$ cat config.mk
export PLATFORM = sky130hd
export DESIGN_NAME = lsqn_cell
export DESIGN_NICKNAME = d
export VERILOG_FILES = /design/src/design/lsqn_pkg.sv /design/src/design/lsqn_cell.sv
export SDC_FILE = /design/constraint.sdc
export NUM_CORES = 1
export LEC_CHECK = 0
export ABC_AREA = 1
export BUFFER_PORTS_ARGS = -buffer_cell sky130_fd_sc_hd__buf_2
export CAP_MARGIN = 30
export CORE_MARGIN = 2
export CORE_UTILIZATION = 40
export DETAILED_ROUTE_END_ITERATION = 8
export SLEW_MARGIN = 20
export SYNTH_ARGS = -nofsm -noshare
export SYNTH_HDL_FRONTEND = slang
export SYNTH_SLANG_ARGS = --single-unit
$ cat constraint.sdc
create_clock -name i_clk -period 15.4 [get_ports i_clk]
set_clock_uncertainty 0.15 [all_clocks]
set_input_delay 2.31 -clock i_clk [delete_from_list [all_inputs] [get_ports i_clk]]
set_output_delay 2.31 -clock i_clk [all_outputs]
set_load 0.01 [all_outputs]
$ cat src/design/lsqn_pkg.sv
// shared types and constants for the latin square squaring normaliser
// no dependencies
`timescale 1ns / 1ps
`default_nettype none
package lsqn_pkg;
    localparam int ELEM_W = 16;
    localparam int PROD_W = 35;
    localparam int DIFF_W = 36;
    localparam int NORM_W = 16;
    localparam int IDX_W  = 3;
    localparam int LEN_W  = 4;

    typedef struct packed {
        logic wr_b;
        logic clr;
        logic step;
        logic wr_norm;
    } t_cell_ctrl;

    typedef enum logic [4:0] {
        S_IDLE = 5'b00001,
        S_MAC  = 5'b00010,
        S_SCAN = 5'b00100,
        S_DIV  = 5'b01000,
        S_EMIT = 5'b10000
    } t_state;
endpackage
`default_nettype wire

$ cat src/design/lsqn_cell.sv
// one ring cell: holds a vector element, a lag accumulator and its normalised value
// depends on lsqn_pkg
`timescale 1ns / 1ps
`default_nettype none
module lsqn_cell
    import lsqn_pkg::*;
(
    input  wire                      i_clk,
    input  t_cell_ctrl               i_ctrl,
    input  wire                      i_sel,
    input  wire signed [ELEM_W-1:0]  i_elem,
    input  wire signed [ELEM_W-1:0]  i_bcast,
    input  wire signed [ELEM_W-1:0]  i_next_b,
    input  wire        [NORM_W-1:0]  i_norm,
    output logic signed [ELEM_W-1:0] o_b,
    output logic signed [PROD_W-1:0] o_acc,
    output logic        [NORM_W-1:0] o_norm
);
    logic signed [ELEM_W-1:0]   r_b;
    logic signed [PROD_W-1:0]   r_acc;
    logic        [NORM_W-1:0]   r_norm;
    logic signed [2*ELEM_W-1:0] w_mul;

    assign w_mul = i_bcast * r_b;

    always_ff @(posedge i_clk) begin
        if (i_ctrl.wr_b && i_sel) begin
            r_b <= i_elem;
        end else if (i_ctrl.step) begin
            r_b <= i_next_b;
        end
        if (i_ctrl.clr) begin
            r_acc <= '0;
        end else if (i_ctrl.step) begin
            r_acc <= r_acc + PROD_W'(w_mul);
        end
        if (i_ctrl.wr_norm && i_sel) begin
            r_norm <= i_norm;
        end
    end

    assign o_b    = r_b;
    assign o_acc  = r_acc;
    assign o_norm = r_norm;
endmodule
`default_nettype wire

==> results.sh, run 1 <==
export IMPL_outcome="finished, final reports clean"
export IMPL_initial_core_util=0.405
export IMPL_fillers=3847
export IMPL_final_layout_size_suffix_gt1_frac=0.0983
export IMPL_crit_fanout=17
export IMPL_drtAntennaViolNets=0
export IMPL_finalWirelength_mm=38.5
export IMPL_tightest_slew_ps=892
export IMPL_rows=71
export IMPL_rsz0062_at_grt="no"
export IMPL_synthesis_nets=2435
export IMPL_fin_crit_sh=0.520
export IMPL_first_global_vias=12319
export IMPL_setup_viol=0
export IMPL_placeableCoreArea_sq_um=37500
export IMPL_path_delay_family="adder cells"
export IMPL_synthDistinctLibCells=38
export IMPL_vias=11511
export IMPL_cp_num_buf_inv=10
export IMPL_portBuffers=136
export IMPL_pre_cts_ws_ps=7020
export IMPL_route_detailed_drc=0
export IMPL_die_h_microns=199
export IMPL_syn_to_final_growth_pct=8.98
export IMPL_ys_seq_elements=67
export IMPL_hp_class="reg -> reg"
export IMPL_io_pins=137
export IMPL_dpl_cell_count=2528
export IMPL_avgSynthCellArea_sq_um=7.78
export IMPL_firstDrtPassIters=5
export IMPL_grt_total_usage=0.212
export IMPL_cap_violations=0
export IMPL_clockBufferDepth=2
export IMPL_synthFlopType="dfxtp_1"
export IMPL_cp_end_kind="register"
export IMPL_fmax_mhz=125
export IMPL_holdBufCountCts=0
export IMPL_routedWlPerCell_microns=15.1
export IMPL_place_gp_congestion=0.894
export IMPL_grt_max_degree=54
export IMPL_regArea_sq_um=1660
export IMPL_syn_area_sq_um=15200
export IMPL_tns_ps=0
export IMPL_final_cells=2546
export IMPL_worst_setup_path_type="in -> reg"
export IMPL_drt_initial_drc_count=540
export IMPL_synth_cells=1951
export IMPL_insertion_delay_ps=340
export IMPL_async_reset_ff_frac=0
export IMPL_crit_top_cell="inv_1"
export IMPL_synth_edf_count=32
export IMPL_yosys_warnings=0
export IMPL_overflow=0
export IMPL_die_w_microns=199
export IMPL_ys_seq_area_frac=0.109
export IMPL_critPathRequiredTime_ps=15490
export IMPL_multiInputGateArea_sq_um=10900
export IMPL_grt_pass1_wl_mm=65.1
export IMPL_relSlewSlack=0.405
export IMPL_antenna_found_initial=1
export IMPL_cts_setup_buffers=0
export IMPL_hpwl_mm=33.8
export IMPL_clock_sinks=67
export IMPL_vias_per_cell=4.52
export IMPL_die_area_sq_um=39500
export IMPL_layout_setup_ws_ps=7390
export IMPL_cpPeakStageDelay_ps=720
export IMPL_cts_buffers=9
export IMPL_cts_htree_levels=3
export IMPL_nNetsFinal=2513
export IMPL_startpoint_type="input pin"
export IMPL_cts_root_buf="clkbuf_16"
export IMPL_fin_crit_ps=8010
export IMPL_arrival_ps=8100
export IMPL_hold_viol_final=0
export IMPL_worst_path_max_delay_cell="fa_1"
export IMPL_path_clk_slew_ps=60
export IMPL_slew_violations=0
export IMPL_cts_resized_gates=0
export IMPL_cts_tree="yes"
==> Yosys cell counts, drive strengths merged (12+ instances only) <==
master / number / share of area
inv: 623 / 0.15
mux2: 16 / 0.012
a21oi: 28 / 0.0092
ha: 104 / 0.086
dfxtp: 35 / 0.046
nor2: 122 / 0.032
nand3: 54 / 0.018
xor2: 12 / 0.0069
nand2: 494 / 0.12
clkbuf: 67 / 0.017
fa: 310 / 0.41
o21ai: 18 / 0.0059
edfxtp: 32 / 0.063
==> registers in the layout (all words and copies together), names as in the netlist <==
name / flops
o_acc: 35
o_b: 16
o_norm: 16
==> logic make-up (layout without fill, tap and decap cells) <==
| family | count (synthesis) | count (layout) | share of synthesized area |
|---|---|---|---|
| other | 0 | 1 | 0 |
| adders and majority gates | 414 | 414 | 0.494 |
| muxes | 16 | 16 | 0.0119 |
| xor gates and xnor gates | 15 | 15 | 0.00865 |
| AOI/OAI and AO/OA | 54 | 54 | 0.0191 |
| and+or+nand+nor | 687 | 687 | 0.182 |
| buffers and inverters | 698 | 781 | 0.174 |
| DFF | 67 | 67 | 0.109 |
==> final timing paths <==
path / startpoint / cells past startpoint / slack, ps / end
setup / recovery: i_bcast[15] / 26 / 7390 / o_acc[34]$_SDFFE_PP0P_
hold / removal: o_acc[3]$_SDFFE_PP0P_ / 2 / 340 / o_acc[3]$_SDFFE_PP0P_
setup reg to reg: o_b[1]$_DFFE_PP_ / 25 / 8750 / o_acc[34]$_SDFFE_PP0P_
hold reg to reg: o_acc[3]$_SDFFE_PP0P_ / 2 / 340 / o_acc[3]$_SDFFE_PP0P_
==> tightest hold or removal path: stages (launching register included) <==
cell	delay, ps
dfxtp_1	320
nand2_1	70
a21oi_1	50
==> per-layer routing <==
layer,track usage,share of wire,vias up
met3,0.0215,0.036,43
met4,0.0484,0.016,0
met1,0.302,0.47,5611
li1,-,-,5621
met2,0.350,0.48,236
met5,0,0,-
==> placed cells by master (no fill, tap or decap), drive strengths merged, types with 18 or more instances in the layout <==
master,n
inv,624
fa,310
edfxtp,32
dfxtp,35
a21oi,28
nand3,54
buf,141
nand2,494
o21ai,18
ha,104
nor2,122
==> per-stage QoR <==
step,area [sq um],util,hold WS (ps)
detailed placement,16200,0.433,327
finish,16600,0.442,336
floorplan,15200,-,352
global route,16500,0.441,367
CTS,16500,0.441,335
global placement,16200,0.433,319
==> cell type report <==
class / count / share of cell area
antenna: 1 / 0.000151
multi-input combinational: 1186 / 0.657
clock inverter: 7 / 0.00461
tap: 511 / 0.0386
clock buffer: 9 / 0.0136
timing repair buffer: 141 / 0.0438
inverter: 624 / 0.142
sequential: 67 / 0.100
Power of run 1 is not shown: default switching activity piles up to over one toggle a cycle in this logic, so the estimate is an artifact.
==> run 2: changes to the inputs <==
--- a/config.mk
+++ b/config.mk
@@ -5,7 +5,7 @@
 export SDC_FILE = /design/constraint.sdc
 export NUM_CORES = 1
 export LEC_CHECK = 0
-export ABC_AREA = 1
+export ABC_AREA = 0
 export BUFFER_PORTS_ARGS = -buffer_cell sky130_fd_sc_hd__buf_2
 export CAP_MARGIN = 30
 export CORE_MARGIN = 2
==> constraint.sdc (replaced) <==
create_clock -name i_clk -period 6.5 [get_ports i_clk]
set_clock_uncertainty 0.15 [all_clocks]
set_input_delay 0.975 -clock i_clk [delete_from_list [all_inputs] [get_ports i_clk]]
set_output_delay 0.975 -clock i_clk [all_outputs]
set_load 0.01 [all_outputs]
==> run 2 against run 1 <==
Against the previous run: global-route usage is 0.82 points higher; sequential cell count stayed put; core utilization increased by 5.5 points; final cell count decreased by 14%; register-to-register slack worse by 8500 ps; final area grew 3.3%; via count decreased by 7.9%; synthesized cell count down 26%; first-iteration DRC count down 10%; synthesized area is 8.2% lower; worst setup slack worse by 7300 ps; critical path type unchanged.
==> results.sh, run 2 <==
export IMPL_vias_per_cell=4.86
export IMPL_cts_htree_levels=3
export IMPL_die_h_microns=191
export IMPL_die_area_sq_um=36400
export IMPL_synth_top_area_frac=0.445
export IMPL_arrival_ps=6540
export IMPL_hold_slack_ps=368
export IMPL_critPathRequiredTime_ps=6610
export IMPL_worst_setup_path_type="in -> reg"
export IMPL_synthTopCellsByCount="376 x inv_1, 310 x fa_1, 148 x nand2_1, 122 x and2_1, 104 x ha_1"
export IMPL_synthDistinctLibCells=56
export IMPL_drtAntennaViolNets=0
export IMPL_crit_fanout=9
export IMPL_grt_max_degree=39
export IMPL_routedWlPerCell_microns=17.1
export IMPL_avgSynthCellArea_sq_um=9.61
export IMPL_cts_root_buf="clkbuf_16"
export IMPL_insertion_delay_ps=350
export IMPL_rsz0062_at_grt="yes"
export IMPL_cap_violations=0
export IMPL_placeableCoreArea_sq_um=34500
export IMPL_hpwl_mm=32.4
export IMPL_drt_initial_drc_count=484
export IMPL_grt_total_usage=0.220
export IMPL_slew_violations=0
export IMPL_synthesis_nets=1934
export IMPL_cp_end_kind="register"
export IMPL_outcome="finished, final reports clean"
export IMPL_pre_cts_ws_ps=-559
export IMPL_ys_seq_elements=67
export IMPL_holdBufCountCts=0
export IMPL_final_common_cell="inv_1"
export IMPL_place_gp_congestion=0.895
export IMPL_path_clk_slew_ps=60
export IMPL_async_reset_ff_frac=0
export IMPL_synth_edf_count=32
export IMPL_cts_tree="yes"
export IMPL_setup_viol=0
export IMPL_yosys_warnings=0
export IMPL_clockBufferDepth=2
export IMPL_hp_class="reg -> reg"
export IMPL_io_pins=137
export IMPL_startpoint_type="input pin"
export IMPL_initial_core_util=0.405
export IMPL_syn_area_sq_um=13900
export IMPL_die_w_microns=191
export IMPL_n_antenna_cell=0
export IMPL_fin_crit_ps=6430
export IMPL_fin_crit_sh=0.989
export IMPL_rows=68
export IMPL_cts_buffers=9
export IMPL_vias=10598
export IMPL_synthFlopType="dfxtp_1"
export IMPL_finalWirelength_mm=37.4
export IMPL_final_layout_size_suffix_gt1_frac=0.244
export IMPL_fillers=3202
export IMPL_ys_seq_area_frac=0.119
export IMPL_antenna_found_initial=0
export IMPL_clock_sinks=67
export IMPL_syn_to_final_growth_pct=22.7
export IMPL_tightest_slew_ps=977
export IMPL_portBuffers=136
export IMPL_layout_common_cells="356 x inv_1, 300 x fa_1, 155 x buf_4, 141 x nand2_1, 122 x buf_2"
export IMPL_synth_cells=1450
export IMPL_first_global_vias=11723
export IMPL_layout_setup_ws_ps=73.4
export IMPL_overflow=0
export IMPL_relSlewSlack=0.349
export IMPL_fmax_mhz=156
export IMPL_largest_reg_flops=35
export IMPL_nNetsFinal=2206
export IMPL_yosysMostFrequentCell="inv_1"
export IMPL_hold_viol_final=0
export IMPL_synthTopCellsByArea="fa_1 45%, inv_1 10%, ha_1 9.3%"
export IMPL_route_detailed_drc=0
export IMPL_synth_largest_area_cell="fa_1"
export IMPL_firstDrtPassIters=6
export IMPL_grt_pass1_wl_mm=61.9
## run 2: cell types whose count changed after synthesis, sizes merged, moves of 10 or more
cell / change
nand2: -346
inv: -247
and2: +119
nor2: -75
nand3: -44
clkbuf: -26
xnor2: +19
mux2i: +17
a21o: +11
a211oi: +10
## run 2: cell type report
cell class	count	area, sq um	share of cell area
Clock buffer	9	225	0.0132
Clock inverter	7	57.6	0.00337
Inverter	377	1420	0.0829
Multi-Input combinational cell	961	10900	0.640
Sequential cell	67	1660	0.0972
Tap cell	455	569	0.0333
Timing Repair Buffer	306	2220	0.130
## run 2: worst max-delay path: stages
cell	delay, ps
buf_12	120
and2_1	180
inv_1	70
fa_2	470
fa_2	660
inv_4	60
fa_1	560
fa_2	450
fa_1	530
inv_2	50
fa_1	510
inv_1	50
ha_2	170
a21o_1	150
a21o_1	180
or4_1	460
o22a_1	270
o31a_1	270
xnor2_1	130
a211oi_1	220
## run 2: timing repair
| item | 4_1_cts | 5_1_grt |
|---|---|---|
| pin swaps | 15 | 59 |
| buffers inserted | 6 | 13 |
| gates cloned | 0 | 1 |
| setup endpoints to repair | 8 | 15 |
| gates resized for setup | 28 | 87 |
## run 2: per-stage QoR
step / setup TNS, ps / cells / area (sq um) / utilization
2_1_floorplan: -155 / 1450 / 14000 / -
5_1_grt: -266 / 2182 / 17100 / 0.496
3_5_place_dp: -5410 / 2146 / 16200 / 0.471
3_3_place_gp: -4700 / 2144 / 16200 / 0.470
4_1_cts: 0 / 2168 / 16700 / 0.483
6_report: 0 / 2182 / 17100 / 0.496
## run 2: worst paths after layout
path,start,to,slack (ps),depth (start not counted)
max reg2reg,o_b[5]$_DFFE_PP_,o_acc[32]$_SDFFE_PP0P_,220,20
max,i_bcast[15],o_acc[32]$_SDFFE_PP0P_,70,20
min reg2reg,o_acc[17]$_SDFFE_PP0P_,o_acc[17]$_SDFFE_PP0P_,370,2
min,o_acc[17]$_SDFFE_PP0P_,o_acc[17]$_SDFFE_PP0P_,370,2
## run 2: layer usage
layer,wire length [microns],global-route usage
met5,0,0
met3,1870,0.0339
met2,17700,0.362
met1,16800,0.303
met4,1040,0.0617
## run 2: cells by family (layout without fill, tap and decap cells)
| family | count (synthesis) | after routing | synth area share |
|---|---|---|---|
| flops | 67 | 67 | 0.119 |
| simple gates | 370 | 370 | 0.131 |
| xor+xnor | 28 | 28 | 0.0176 |
| mux | 33 | 33 | 0.0251 |
| compound gates | 116 | 116 | 0.0550 |
| buf+inv | 422 | 699 | 0.114 |
| fa+ha+maj | 414 | 414 | 0.539 |
Power of run 2 is left out for the same reason.
