File: config.mk
export PLATFORM = sky130hd
export DESIGN_NAME = lsqn_div
export DESIGN_NICKNAME = d
export VERILOG_FILES = /design/src/design/lsqn_pkg.sv /design/src/design/lsqn_div.sv
export SDC_FILE = /design/constraint.sdc
export NUM_CORES = 1
export LEC_CHECK = 0
export BUFFER_PORTS_ARGS = -buffer_cell sky130_fd_sc_hd__buf_4
export CAP_MARGIN = 20
export CORE_ASPECT_RATIO = 1.75
export CORE_MARGIN = 2
export CORE_UTILIZATION = 62
export DETAILED_ROUTE_END_ITERATION = 8
export GPL_ROUTABILITY_DRIVEN = 0
export PLACE_DENSITY = 0.83
export SLEW_MARGIN = 20
export SYNTH_ARGS = -nofsm -noshare
export SYNTH_HDL_FRONTEND = slang
export SYNTH_SLANG_ARGS = --single-unit
File: constraint.sdc
create_clock -name i_clk -period 4.8 [get_ports i_clk]
set_clock_uncertainty 0.15 [all_clocks]
set_input_delay 0.24 -clock i_clk [delete_from_list [all_inputs] [get_ports i_clk]]
set_output_delay 0.24 -clock i_clk [all_outputs]
set_load 0.02 [all_outputs]
File: src/design/lsqn_pkg.sv
// shared types and constants for the latin square squaring normaliser
// no dependencies
`timescale 1ns / 1ps
`default_nettype none
package lsqn_pkg;
    localparam int ELEM_W = 16;
    localparam int PROD_W = 35;
    localparam int DIFF_W = 36;
    localparam int NORM_W = 16;
    localparam int IDX_W  = 3;
    localparam int LEN_W  = 4;

    typedef struct packed {
        logic wr_b;
        logic clr;
        logic step;
        logic wr_norm;
    } t_cell_ctrl;

    typedef enum logic [4:0] {
        S_IDLE = 5'b00001,
        S_MAC  = 5'b00010,
        S_SCAN = 5'b00100,
        S_DIV  = 5'b01000,
        S_EMIT = 5'b10000
    } t_state;
endpackage
`default_nettype wire

File: src/design/lsqn_div.sv
// restoring divider, one quotient bit per cycle, floor(diff * 2^15 / span)
// depends on lsqn_pkg
`timescale 1ns / 1ps
`default_nettype none
module lsqn_div
    import lsqn_pkg::*;
(
    input  wire               i_clk,
    input  wire               i_rst_n,
    input  wire               i_start,
    input  wire  [DIFF_W-1:0] i_diff,
    input  wire  [DIFF_W-1:0] i_span,
    output logic              o_done,
    output logic [NORM_W-1:0] o_quot
);
    logic [DIFF_W:0]   r_rem;
    logic [DIFF_W-1:0] r_span;
    logic [NORM_W-1:0] r_q;
    logic [3:0]        r_bit;
    logic              r_run;
    logic              r_done;
    logic              w_ge;
    logic [DIFF_W:0]   w_sub;

    assign w_ge  = r_rem >= {1'b0, r_span};
    assign w_sub = w_ge ? (r_rem - {1'b0, r_span}) : r_rem;

    always_ff @(posedge i_clk) begin
        if (!i_rst_n) begin
            r_run  <= 1'b0;
            r_done <= 1'b0;
        end else begin
            r_done <= 1'b0;
            if (i_start) begin
                r_run <= 1'b1;
            end else if (r_run && r_bit == 4'd15) begin
                r_run  <= 1'b0;
                r_done <= 1'b1;
            end
        end
        if (i_start) begin
            r_rem  <= {1'b0, i_diff};
            r_span <= i_span;
            r_bit  <= '0;
        end else if (r_run) begin
            r_rem <= {w_sub[DIFF_W-1:0], 1'b0};
            r_q   <= {r_q[NORM_W-2:0], w_ge};
            r_bit <= r_bit + 4'd1;
        end
    end

    assign o_done = r_done;
    assign o_quot = r_q;
endmodule
`default_nettype wire

==> impl_metrics.json, run 1 <==
{
  "outcome": "completed",
  "postRouteAntennaNets": 0,
  "synthFlopType": "edfxtp_1",
  "die_x_um": 78.58,
  "ir_worst_vdd_v": 0.0003072,
  "crit_path_end_kind": "register",
  "p_int_mw": 2.262,
  "yosys_warnings": 0,
  "rsz0062_at_grt": "no",
  "arrival_ps": 4050,
  "ys_seq_area_share_pct": 46.11,
  "pwr-share-clk_pct": 18.4,
  "seq_area_um2": 2783,
  "synthAdderAreaFrac_pct": 8.003,
  "worst_pin_slew_ps": 990.0,
  "io_pins": 92,
  "synth_cell_type_count": 59,
  "fmax_mhz": 242.4,
  "slew_headroom_pct": 33.75,
  "clock_latency_ps": 350,
  "setup_viol": 0,
  "grt_pass1_vias": 5218,
  "fillerInstances": 622,
  "clockRootBuffer": "clkbuf_16",
  "grt_max_degree": 50,
  "cts_made_buffers": 9,
  "cts_buffer_depth": 2,
  "grt_first_pass_wirelength_mm": 23.92,
  "io_buffer_count": 91,
  "holdCritPathClass": "input pin to register",
  "synth_mux_area_share_pct": 3.670,
  "drive_above_1_share_pct": 16.83,
  "core_region_area_um2": 9468,
  "drv_slew": 0,
  "antenna_cells": 0,
  "post_drt_via_cell_ratio": 6.086,
  "post_cts_buffers": 0,
  "synth_compound_area_share_pct": 17.85,
  "area_growth_pct": 23.20,
  "reg2reg_from": "r_rem[11]",
  "hp-start": "i_diff[0]",
  "worst_setup_path_start_kind": "register",
  "required_ps": 4720,
  "avgSynthCellArea_um2": 10.02,
  "ctsResizeCount": 0,
  "finalCriticalPeriod_ps": 4125,
  "wl_per_cell_um": 17.53,
  "dieArea_um2": 10570,
  "dp_slack_ps": 889.1,
  "htree_levels": 3,
  "syn_nets": 715,
  "power_frac_comb_pct": 50.1,
  "die_h_um": 134.5,
  "power_density_nw_per_um2": 500.9,
  "wl_mm": 14.74,
  "dp_hpwl_mm": 10.09,
  "setup_ws_ps": 675.4,
  "dr.first_iter.drc_count": 494,
  "power_switching_mw": 1.462,
  "fin_nets": 827,
  "fin_crit_sh_pct": 85.93,
  "cts_tree": "built",
  "synthSimpleGateAreaFrac_pct": 13.95,
  "sw_frac_of_total_pct": 39.27,
  "start_util_pct": 63.74,
  "synthXorXnorAreaFrac_pct": 5.080,
  "ctsHoldBuffers": 37,
  "multi_input_area_um2": 2938,
  "synth-seq-cells": 95,
  "netlist_instances": 602,
  "hold_viol": 0,
  "grtUsageTotal_pct": 28.68,
  "grt-ovfl-total": 0,
  "async_reset_ff_share_pct": 0,
  "fp-row-count": 47,
  "vias": 5118,
  "critPathKind": "register to register",
  "clkSinkCount": 95,
  "firstDrtPassIters": 5,
  "cap_viol_max_count": 0,
  "drc": 0,
  "critPathLaunch": "r_rem[11]",
  "synth_top_family_by_area": "compound AO/OA/AOI/OAI gates",
  "path_max_fanout": 34,
  "antenna_found_initial": 0,
  "setup_tns_ps": 0,
  "syn_area_um2": 6035,
  "p_seq_share_pct": 31.5,
  "cts.clk_slew.worst_paths_ps": 70,
  "synth_edf_count": 88,
  "p_leak_nw": 3.217
}
critical path: stages (launching register included):
cell and delay, ps:
edfxtp_1 410, ha_1 480, and3_1 260, nand4_1 140, a21oi_1 350, o31a_1 320, a31oi_4 140, o21ai_4 800
buf_4 410, mux2i_1 240, o21ai_0 120
flip-flops by register name (all words and copies together) (netlist names):
name	cells
r_span	36
r_run	1
o_done	1
o_quot	16
r_bit	4
r_rem	37
routing by layer:
metal | vias up | track usage (%) | part of all wire [%]
met3 | 54 | 4.278 | 4.8
met2 | 220 | 52.85 | 54
met5 | - | 0 | 0
met1 | 2402 | 31.24 | 37
met4 | 0 | 14.72 | 4.1
li1 | 2442 | - | -
placed cells by master, fill, tap and decap left out, types with 6 or more instances in the layout:
cell type / Yosys / routed
nor3_1: 11 / 11
o311ai_0: 7 / 7
mux2i_1: 21 / 21
a21o_1: 20 / 20
inv_1: 50 / 50
nand4_1: 12 / 12
a221o_1: 8 / 8
xnor2_1: 21 / 21
o21ai_0: 20 / 20
clkbuf_16: 0 / 9
ha_1: 37 / 37
dfxtp_1: 7 / 7
buf_4: 0 / 96
nor2_1: 41 / 41
o21a_1: 8 / 8
and2_1: 6 / 6
dlygate4sd3_1: 0 / 37
nand2_1: 46 / 46
edfxtp_1: 88 / 88
a21oi_1: 48 / 48
and3_1: 12 / 12
nand3_1: 19 / 19
nor3b_1: 7 / 7
xor2_1: 14 / 14
area by class of cell:
| type | count | share of cell area [%] |
|---|---|---|
| inverters | 50 | 2.524 |
| repair buffers | 133 | 14.68 |
| clock buffers | 11 | 3.265 |
| clock inverters | 5 | 0.5385 |
| multi-input cells | 425 | 39.52 |
| well taps | 122 | 2.053 |
| flip-flops and latches | 95 | 37.43 |
cell families (layout without fill, tap and decap cells):
kind of cell,after synthesis,in the layout
compound gates,157,157
xor+xnor,35,35
fa+ha+maj,38,38
buf+inv,82,199
flops,95,95
mux,22,22
simple gates,173,173
power groups by stage:
stage	clock, mW	combinational [mW]	sequential, mW
6_report	0.684	1.87	1.17
5_1_grt	0.714	2.03	1.19
4_1_cts	0.687	1.82	1.17
3_5_place_dp	0	1.77	1.18
3_3_place_gp	0	1.72	1.18
2_1_floorplan	0	1.39	1.17
final timing paths:
kind / endpoint / slack, ps / depth (start not counted)
worst max register to register: r_rem[8] / 680 / 10
worst max-delay path: r_rem[8] / 680 / 10
worst min register to register: o_quot[15] / 300 / 0
worst min-delay path: r_rem[0] / 40 / 2
synthesized netlist by cell type, types with 6 or more instances:
| cell | count | area [um2] |
|---|---|---|
| a21o_1 | 20 | 150.1 |
| a21oi_1 | 48 | 240.2 |
| a221o_1 | 8 | 80.08 |
| and2_1 | 6 | 37.54 |
| and3_1 | 12 | 75.07 |
| clkbuf_1 | 25 | 93.84 |
| dfxtp_1 | 7 | 140.1 |
| edfxtp_1 | 88 | 2643 |
| ha_1 | 37 | 462.9 |
| inv_1 | 50 | 187.7 |
| mux2i_1 | 21 | 210.2 |
| nand2_1 | 46 | 172.7 |
| nand3_1 | 19 | 95.09 |
| nand4_1 | 12 | 75.07 |
| nor2_1 | 41 | 153.9 |
| nor3_1 | 11 | 55.05 |
| nor3b_1 | 7 | 52.55 |
| o21a_1 | 8 | 60.06 |
| o21ai_0 | 20 | 100.1 |
| o311ai_0 | 7 | 61.31 |
| xnor2_1 | 21 | 183.9 |
| xor2_1 | 14 | 122.6 |
per-stage QoR:
| stage | cell area [um2] | cells | util (%) | hold WS, ps | total power [mW] |
|---|---|---|---|---|---|
| 2_1_floorplan | 6035 | 602 | - | 188.9 | 2.557 |
| 3_3_place_gp | 6782 | 788 | 71.63 | 268.1 | 2.902 |
| 3_5_place_dp | 6782 | 788 | 71.63 | 269.2 | 2.958 |
| 4_1_cts | 7435 | 841 | 78.53 | 35.99 | 3.679 |
| 5_1_grt | 7435 | 841 | 78.53 | 34.75 | 3.931 |
| 6_report | 7435 | 841 | 78.53 | 43.52 | 3.724 |
No activity file was read; power rests on OpenSTA's default activity.
==> inputs of run 2 (changes only) <==
--- a/config.mk
+++ b/config.mk
@@ -7,11 +7,11 @@
 export LEC_CHECK = 0
 export BUFFER_PORTS_ARGS = -buffer_cell sky130_fd_sc_hd__buf_4
 export CAP_MARGIN = 20
-export CORE_ASPECT_RATIO = 1.75
 export CORE_MARGIN = 2
 export CORE_UTILIZATION = 62
 export DETAILED_ROUTE_END_ITERATION = 8
 export GPL_ROUTABILITY_DRIVEN = 0
+export MAX_ROUTING_LAYER = met4
 export PLACE_DENSITY = 0.83
 export SLEW_MARGIN = 20
 export SYNTH_ARGS = -nofsm -noshare
==> run 2 against run 1 <==
Against the previous run: count of clock-buffer cells in the layout is 1 lower; worst setup slack better by 360 ps; sequential share of layout area is 0.094 points lower; critical endpoint is now r_rem[16]; largest cell class unchanged; largest power group unchanged; highest routed layer unchanged.
==> impl_metrics.json, run 2 (synthesized netlist as in run 1, its figures left out) <==
{
  "post_dp_cell_area_um2": 6788,
  "holdCritPathClass": "input pin to register",
  "die_x_um": 102.7,
  "worst_pin_slew_ps": 982.0,
  "grtUsageTotal_pct": 28.15,
  "grt_first_pass_wirelength_mm": 22.34,
  "rsz0062_at_grt": "no",
  "wl_mm": 13.91,
  "hold_viol": 0,
  "slew_headroom_pct": 34.53,
  "clkSinkCount": 95,
  "setup_tns_ps": 0,
  "fin_crit_sh_pct": 78.47,
  "ir_worst_vdd_v": 0.0003642,
  "hold_depth": 3,
  "outcome": "completed",
  "cts_made_buffers": 9,
  "p_int_mw": 2.156,
  "cts.clk_slew.worst_paths_ps": 100,
  "antenna_found_initial": 0,
  "vias": 5055,
  "arrival_ps": 3760,
  "seq_area_um2": 2783,
  "dp_hpwl_mm": 9.625,
  "io_buffer_count": 91,
  "fillerInstances": 635,
  "postRouteAntennaNets": 0,
  "ctsResizeCount": 0,
  "largest_reg_flops": 37,
  "grt_pass1_vias": 4864,
  "htree_levels": 3,
  "dieArea_um2": 10540,
  "core_region_area_um2": 9594,
  "fin_nets": 834,
  "wl_per_cell_um": 16.20,
  "fp-row-count": 36,
  "fmax_mhz": 265.5,
  "grt_max_degree": 52,
  "critPathKind": "register to register",
  "multi_input_area_um2": 2938,
  "ctsHoldBuffers": 44,
  "regMostFlops": "r_rem",
  "pwr-share-clk_pct": 15.2,
  "drv_slew": 0,
  "setup_ws_ps": 1033,
  "power_switching_mw": 1.417,
  "die_h_um": 102.7,
  "cts_buffer_depth": 2,
  "cap_viol_max_count": 0,
  "worst_setup_path_start_kind": "register",
  "dr.first_iter.drc_count": 284,
  "io_pins": 92,
  "dp_slack_ps": 864.0,
  "drive_above_1_share_pct": 16.67,
  "firstDrtPassIters": 5,
  "setup_viol": 0,
  "grt-ovfl-total": 0,
  "finalCriticalPeriod_ps": 3767,
  "power_frac_comb_pct": 52.1,
  "post_drt_via_cell_ratio": 5.885,
  "clock_latency_ps": 400,
  "postLayoutCellArea_um2": 7453,
  "p_seq_share_pct": 32.8,
  "final_common_cell": "buf_4",
  "required_ps": 4790,
  "p_leak_nw": 3.201,
  "clockRootBuffer": "clkbuf_8",
  "drc": 0,
  "power_density_nw_per_um2": 479.4,
  "crit_path_end_kind": "register",
  "dp_cells": 798,
  "post_cts_buffers": 0,
  "layout_common_cells": "buf_4, edfxtp_1, inv_1, a21oi_1, nand2_1",
  "reg2reg_depth": 11,
  "antenna_cells": 0,
  "final_util_pct": 77.69,
  "area_growth_pct": 23.51,
  "cts_tree": "built",
  "start_util_pct": 62.90,
  "sw_frac_of_total_pct": 39.65,
  "path_max_fanout": 22,
  "fin_cells": 859
}
-- run 2: changes by cell type in the layout (fill, tap and decap cells not counted), moves of 3 or more --
cell,before,now
clkinvlp_4,0,3
clkbuf_8,1,9
clkbuf_16,9,0
dlygate4sd3_1,37,44
-- run 2: final timing paths --
path	end	slack, ps	from
setup / recovery	r_rem[16]	1030	r_rem[25]
hold / removal	r_rem[11]	6	i_diff[11]
setup reg to reg	r_rem[16]	1030	r_rem[25]
hold reg to reg	o_quot[14]	310	o_quot[13]
-- run 2: critical path: stages, from the launching register on --
cell	delay (ps)
edfxtp_1	430
ha_1	470
nand4_1	250
nor4_1	390
nand3_1	120
o41ai_1	430
a21oi_1	180
o21ai_4	240
buf_16	240
buf_4	250
nor3b_1	80
a221o_1	290
-- run 2: through the flow --
stage | hold WS [ps] | power [mW]
final | 5.977 | 3.573
after global routing | 1.141 | 3.813
after CTS | 2.031 | 3.524
after detailed placement | 269.5 | 2.947
after global placement | 267.9 | 2.881
after floorplan | 188.9 | 2.557
-- run 2: final cells by class --
class,count,area share [%]
clock buffers,10,1.712
clock inverters,6,0.9401
inverters,50,2.518
multi-input cells,425,39.42
flip-flops and latches,95,37.33
well taps,133,2.233
repair buffers,140,15.85
-- run 2: layer usage --
layer  track usage [%]  wire (um)  part of all wire, %
met1             33.91       5822                   42
met2             47.46       6948                   50
met3             6.712        821                  5.9
met4             7.795        319                  2.3
met5                 -          0                    0
-- run 2: power groups by stage --
stage,Combinational [mW],Clock [mW],Sequential (mW)
floorplan,1.39,0,1.17
finish,1.86,0.542,1.17
global route,2.05,0.580,1.19
CTS,1.81,0.547,1.17
global placement,1.70,0,1.18
detailed placement,1.76,0,1.19
==> inputs of run 3 (changes only) <==
--- a/config.mk
+++ b/config.mk
@@ -8,11 +8,11 @@
 export BUFFER_PORTS_ARGS = -buffer_cell sky130_fd_sc_hd__buf_4
 export CAP_MARGIN = 20
 export CORE_MARGIN = 2
-export CORE_UTILIZATION = 62
+export CORE_UTILIZATION = 58
 export DETAILED_ROUTE_END_ITERATION = 8
 export GPL_ROUTABILITY_DRIVEN = 0
 export MAX_ROUTING_LAYER = met4
-export PLACE_DENSITY = 0.83
+export PLACE_DENSITY = 0.78
 export SLEW_MARGIN = 20
 export SYNTH_ARGS = -nofsm -noshare
 export SYNTH_HDL_FRONTEND = slang
==> constraint.sdc (replaced) <==
create_clock -name i_clk -period 3.6 [get_ports i_clk]
set_clock_uncertainty 0.15 [all_clocks]
set_input_delay 0.18 -clock i_clk [delete_from_list [all_inputs] [get_ports i_clk]]
set_output_delay 0.18 -clock i_clk [all_outputs]
set_load 0.02 [all_outputs]
==> run 3 against run 2 <==
Against the previous run: critical path depth shrank 2; critical endpoint is now r_rem[34]; largest cell class unchanged; largest power group unchanged; core utilization shrank 1.4 points; count of clock-buffer cells in the layout shrank 1.
==> impl_metrics.json, run 3 (synthesized netlist as in run 1, its figures left out) <==
{
  "outcome": "completed",
  "core_region_area_um2": 10230,
  "fin_crit_sh_pct": 97.54,
  "arrival_ps": 3520,
  "drc": 0,
  "fp-row-count": 37,
  "top_layer_used": "met4",
  "ctsResizeCount": 0,
  "die_h_um": 106,
  "crit_path_end_kind": "register",
  "fillerInstances": 687,
  "post_cts_buffers": 0,
  "postRouteAntennaNets": 0,
  "wl_met1_mm": 6.388,
  "grtUsageTotal_pct": 28.49,
  "finalCriticalPeriod_ps": 3511,
  "wl_met3_um": 790,
  "htree_levels": 3,
  "grt_max_degree": 53,
  "reg2reg_depth": 9,
  "required_ps": 3600,
  "fmax_mhz": 284.8,
  "antenna_found_initial": 0,
  "wl_met2_mm": 7.431,
  "io_pins": 92,
  "grt_pass1_vias": 5127,
  "p_leak_nw": 3.370,
  "grt_first_pass_wirelength_mm": 24.50,
  "clock_latency_ps": 390,
  "clockRootBuffer": "clkbuf_8",
  "hold_depth": 2,
  "fin_nets": 870,
  "area_growth_pct": 29.32,
  "slowest_stage": "or4b_1",
  "wl_per_cell_um": 16.68,
  "final_util_pct": 76.27,
  "cpPeakStageDelay_ps": 430,
  "ff2ff_setup_slack_ps": 90,
  "worst_pin_slew_ps": 994.9,
  "hold_slack_ps": 66.25,
  "rr_endpoint": "r_rem[34]",
  "slew_headroom_pct": 33.68,
  "setup_tns_ps": 0,
  "critPathKind": "register to register",
  "regMostFlops": "r_rem",
  "cp_top_family": "compound AO/OA/AOI/OAI gates",
  "layout_common_cells": "buf_4, edfxtp_1, dlygate4sd3_1, inv_1, a21oi_1",
  "cap_viol_max_count": 0,
  "final_common_cell": "buf_4",
  "ir_worst_vdd_v": 0.0004282,
  "firstDrtPassIters": 5,
  "dr.first_iter.drc_count": 356,
  "power_density_nw_per_um2": 624.6,
  "vias": 5247,
  "post_drt_via_cell_ratio": 5.843,
  "path_max_fanout": 7,
  "cts.clk_slew.worst_paths_ps": 100,
  "grt-ovfl-total": 0,
  "worst_setup_path_start_kind": "register",
  "clkSinkCount": 95,
  "cts_buffer_depth": 2,
  "die_x_um": 106,
  "drv_slew": 0,
  "dieArea_um2": 11240,
  "wl_mm": 14.98,
  "total_power_mw": 4.874,
  "min_to": "r_bit[3]",
  "largest_reg_flops": 37,
  "hold_viol": 0,
  "cts_tree": "built",
  "hp-start": "i_start",
  "cp_cell_sequence": "ha_1, a21oi_1, a21boi_2, or4b_1, o31a_1, a31oi_4, o21ai_4, and2_1, a221o_1",
  "drive_above_1_share_pct": 16.93,
  "reg2reg_from": "r_rem[20]",
  "io_buffer_count": 91,
  "worst-path-buf-inv": 0,
  "setup_viol": 0,
  "antenna_cells": 0,
  "start_util_pct": 58.98,
  "cts_made_buffers": 9,
  "holdCritPathClass": "input pin to register",
  "dp_hpwl_mm": 9.662,
  "rsz0062_at_grt": "no"
}
[run 3: cell count changes in the layout (fill, tap and decap cells not counted)]
cell,previous run,this run
buf_12,0,1
dlygate4sd3_1,44,73
clkbuf_1,1,0
inv_6,1,4
buf_16,1,0
clkinvlp_4,3,0
inv_8,0,1
buf_4,95,102
[run 3: worst reg2reg max path, delay by kind of cell (launching register included)]
family,cells,cell delay [ps]
simple gates,2,720
compound gates,6,1590
flops,1,420
fa+ha+maj,1,410
[run 3: layout make-up]
type / instances / area [um2] / area share, %
Multi-Input combinational cell: 425 / 2938 / 37.65
Sequential cell: 95 / 2783 / 35.66
Timing Repair Buffer: 176 / 1516 / 19.43
Inverter: 50 / 187.7 / 2.405
Tap cell: 136 / 170.2 / 2.181
Clock buffer: 9 / 123.9 / 1.587
Clock inverter: 7 / 85.08 / 1.090
[run 3: metal layers]
metal,vias up,GRT usage (%)
met5,-,-
met1,2487,35.47
met3,33,4.537
li1,2522,-
met4,0,9.586
met2,205,47.79
[run 3: worst max path at each step]
stage / startpoint / to / slack [ps] / cells past startpoint
after floorplan: r_rem[0] / r_rem[35] / 460 / 12
after global placement: r_rem[20] / r_rem[34] / 300 / 9
after detailed placement: r_rem[20] / r_rem[1] / 170 / 10
after CTS: r_rem[20] / r_rem[1] / 140 / 10
after global routing: r_rem[4] / r_rem[28] / 0.5 / 9
final: r_rem[20] / r_rem[34] / 90 / 9
[run 3: what timing repair did]
action | CTS | global route
hold endpoints to repair | 74 | 0
hold buffers | 73 | 0
endpoints found under the setup margin | 0 | 0
[run 3: power breakdown]
part	total, mW	switching [mW]	internal (mW)
registers	1.56	0.106	1.46
logic	2.55	1.41	1.14
clock network	0.759	0.422	0.337
total	4.87	1.94	2.93
[run 3: through the flow]
stage	instances	setup WS, ps	area, um2
floorplan	602	458.9	6035
global placement	809	304.1	6864
detailed placement	809	170.2	6864
CTS	898	144.9	7804
global route	898	0.4985	7804
finish	898	88.57	7804
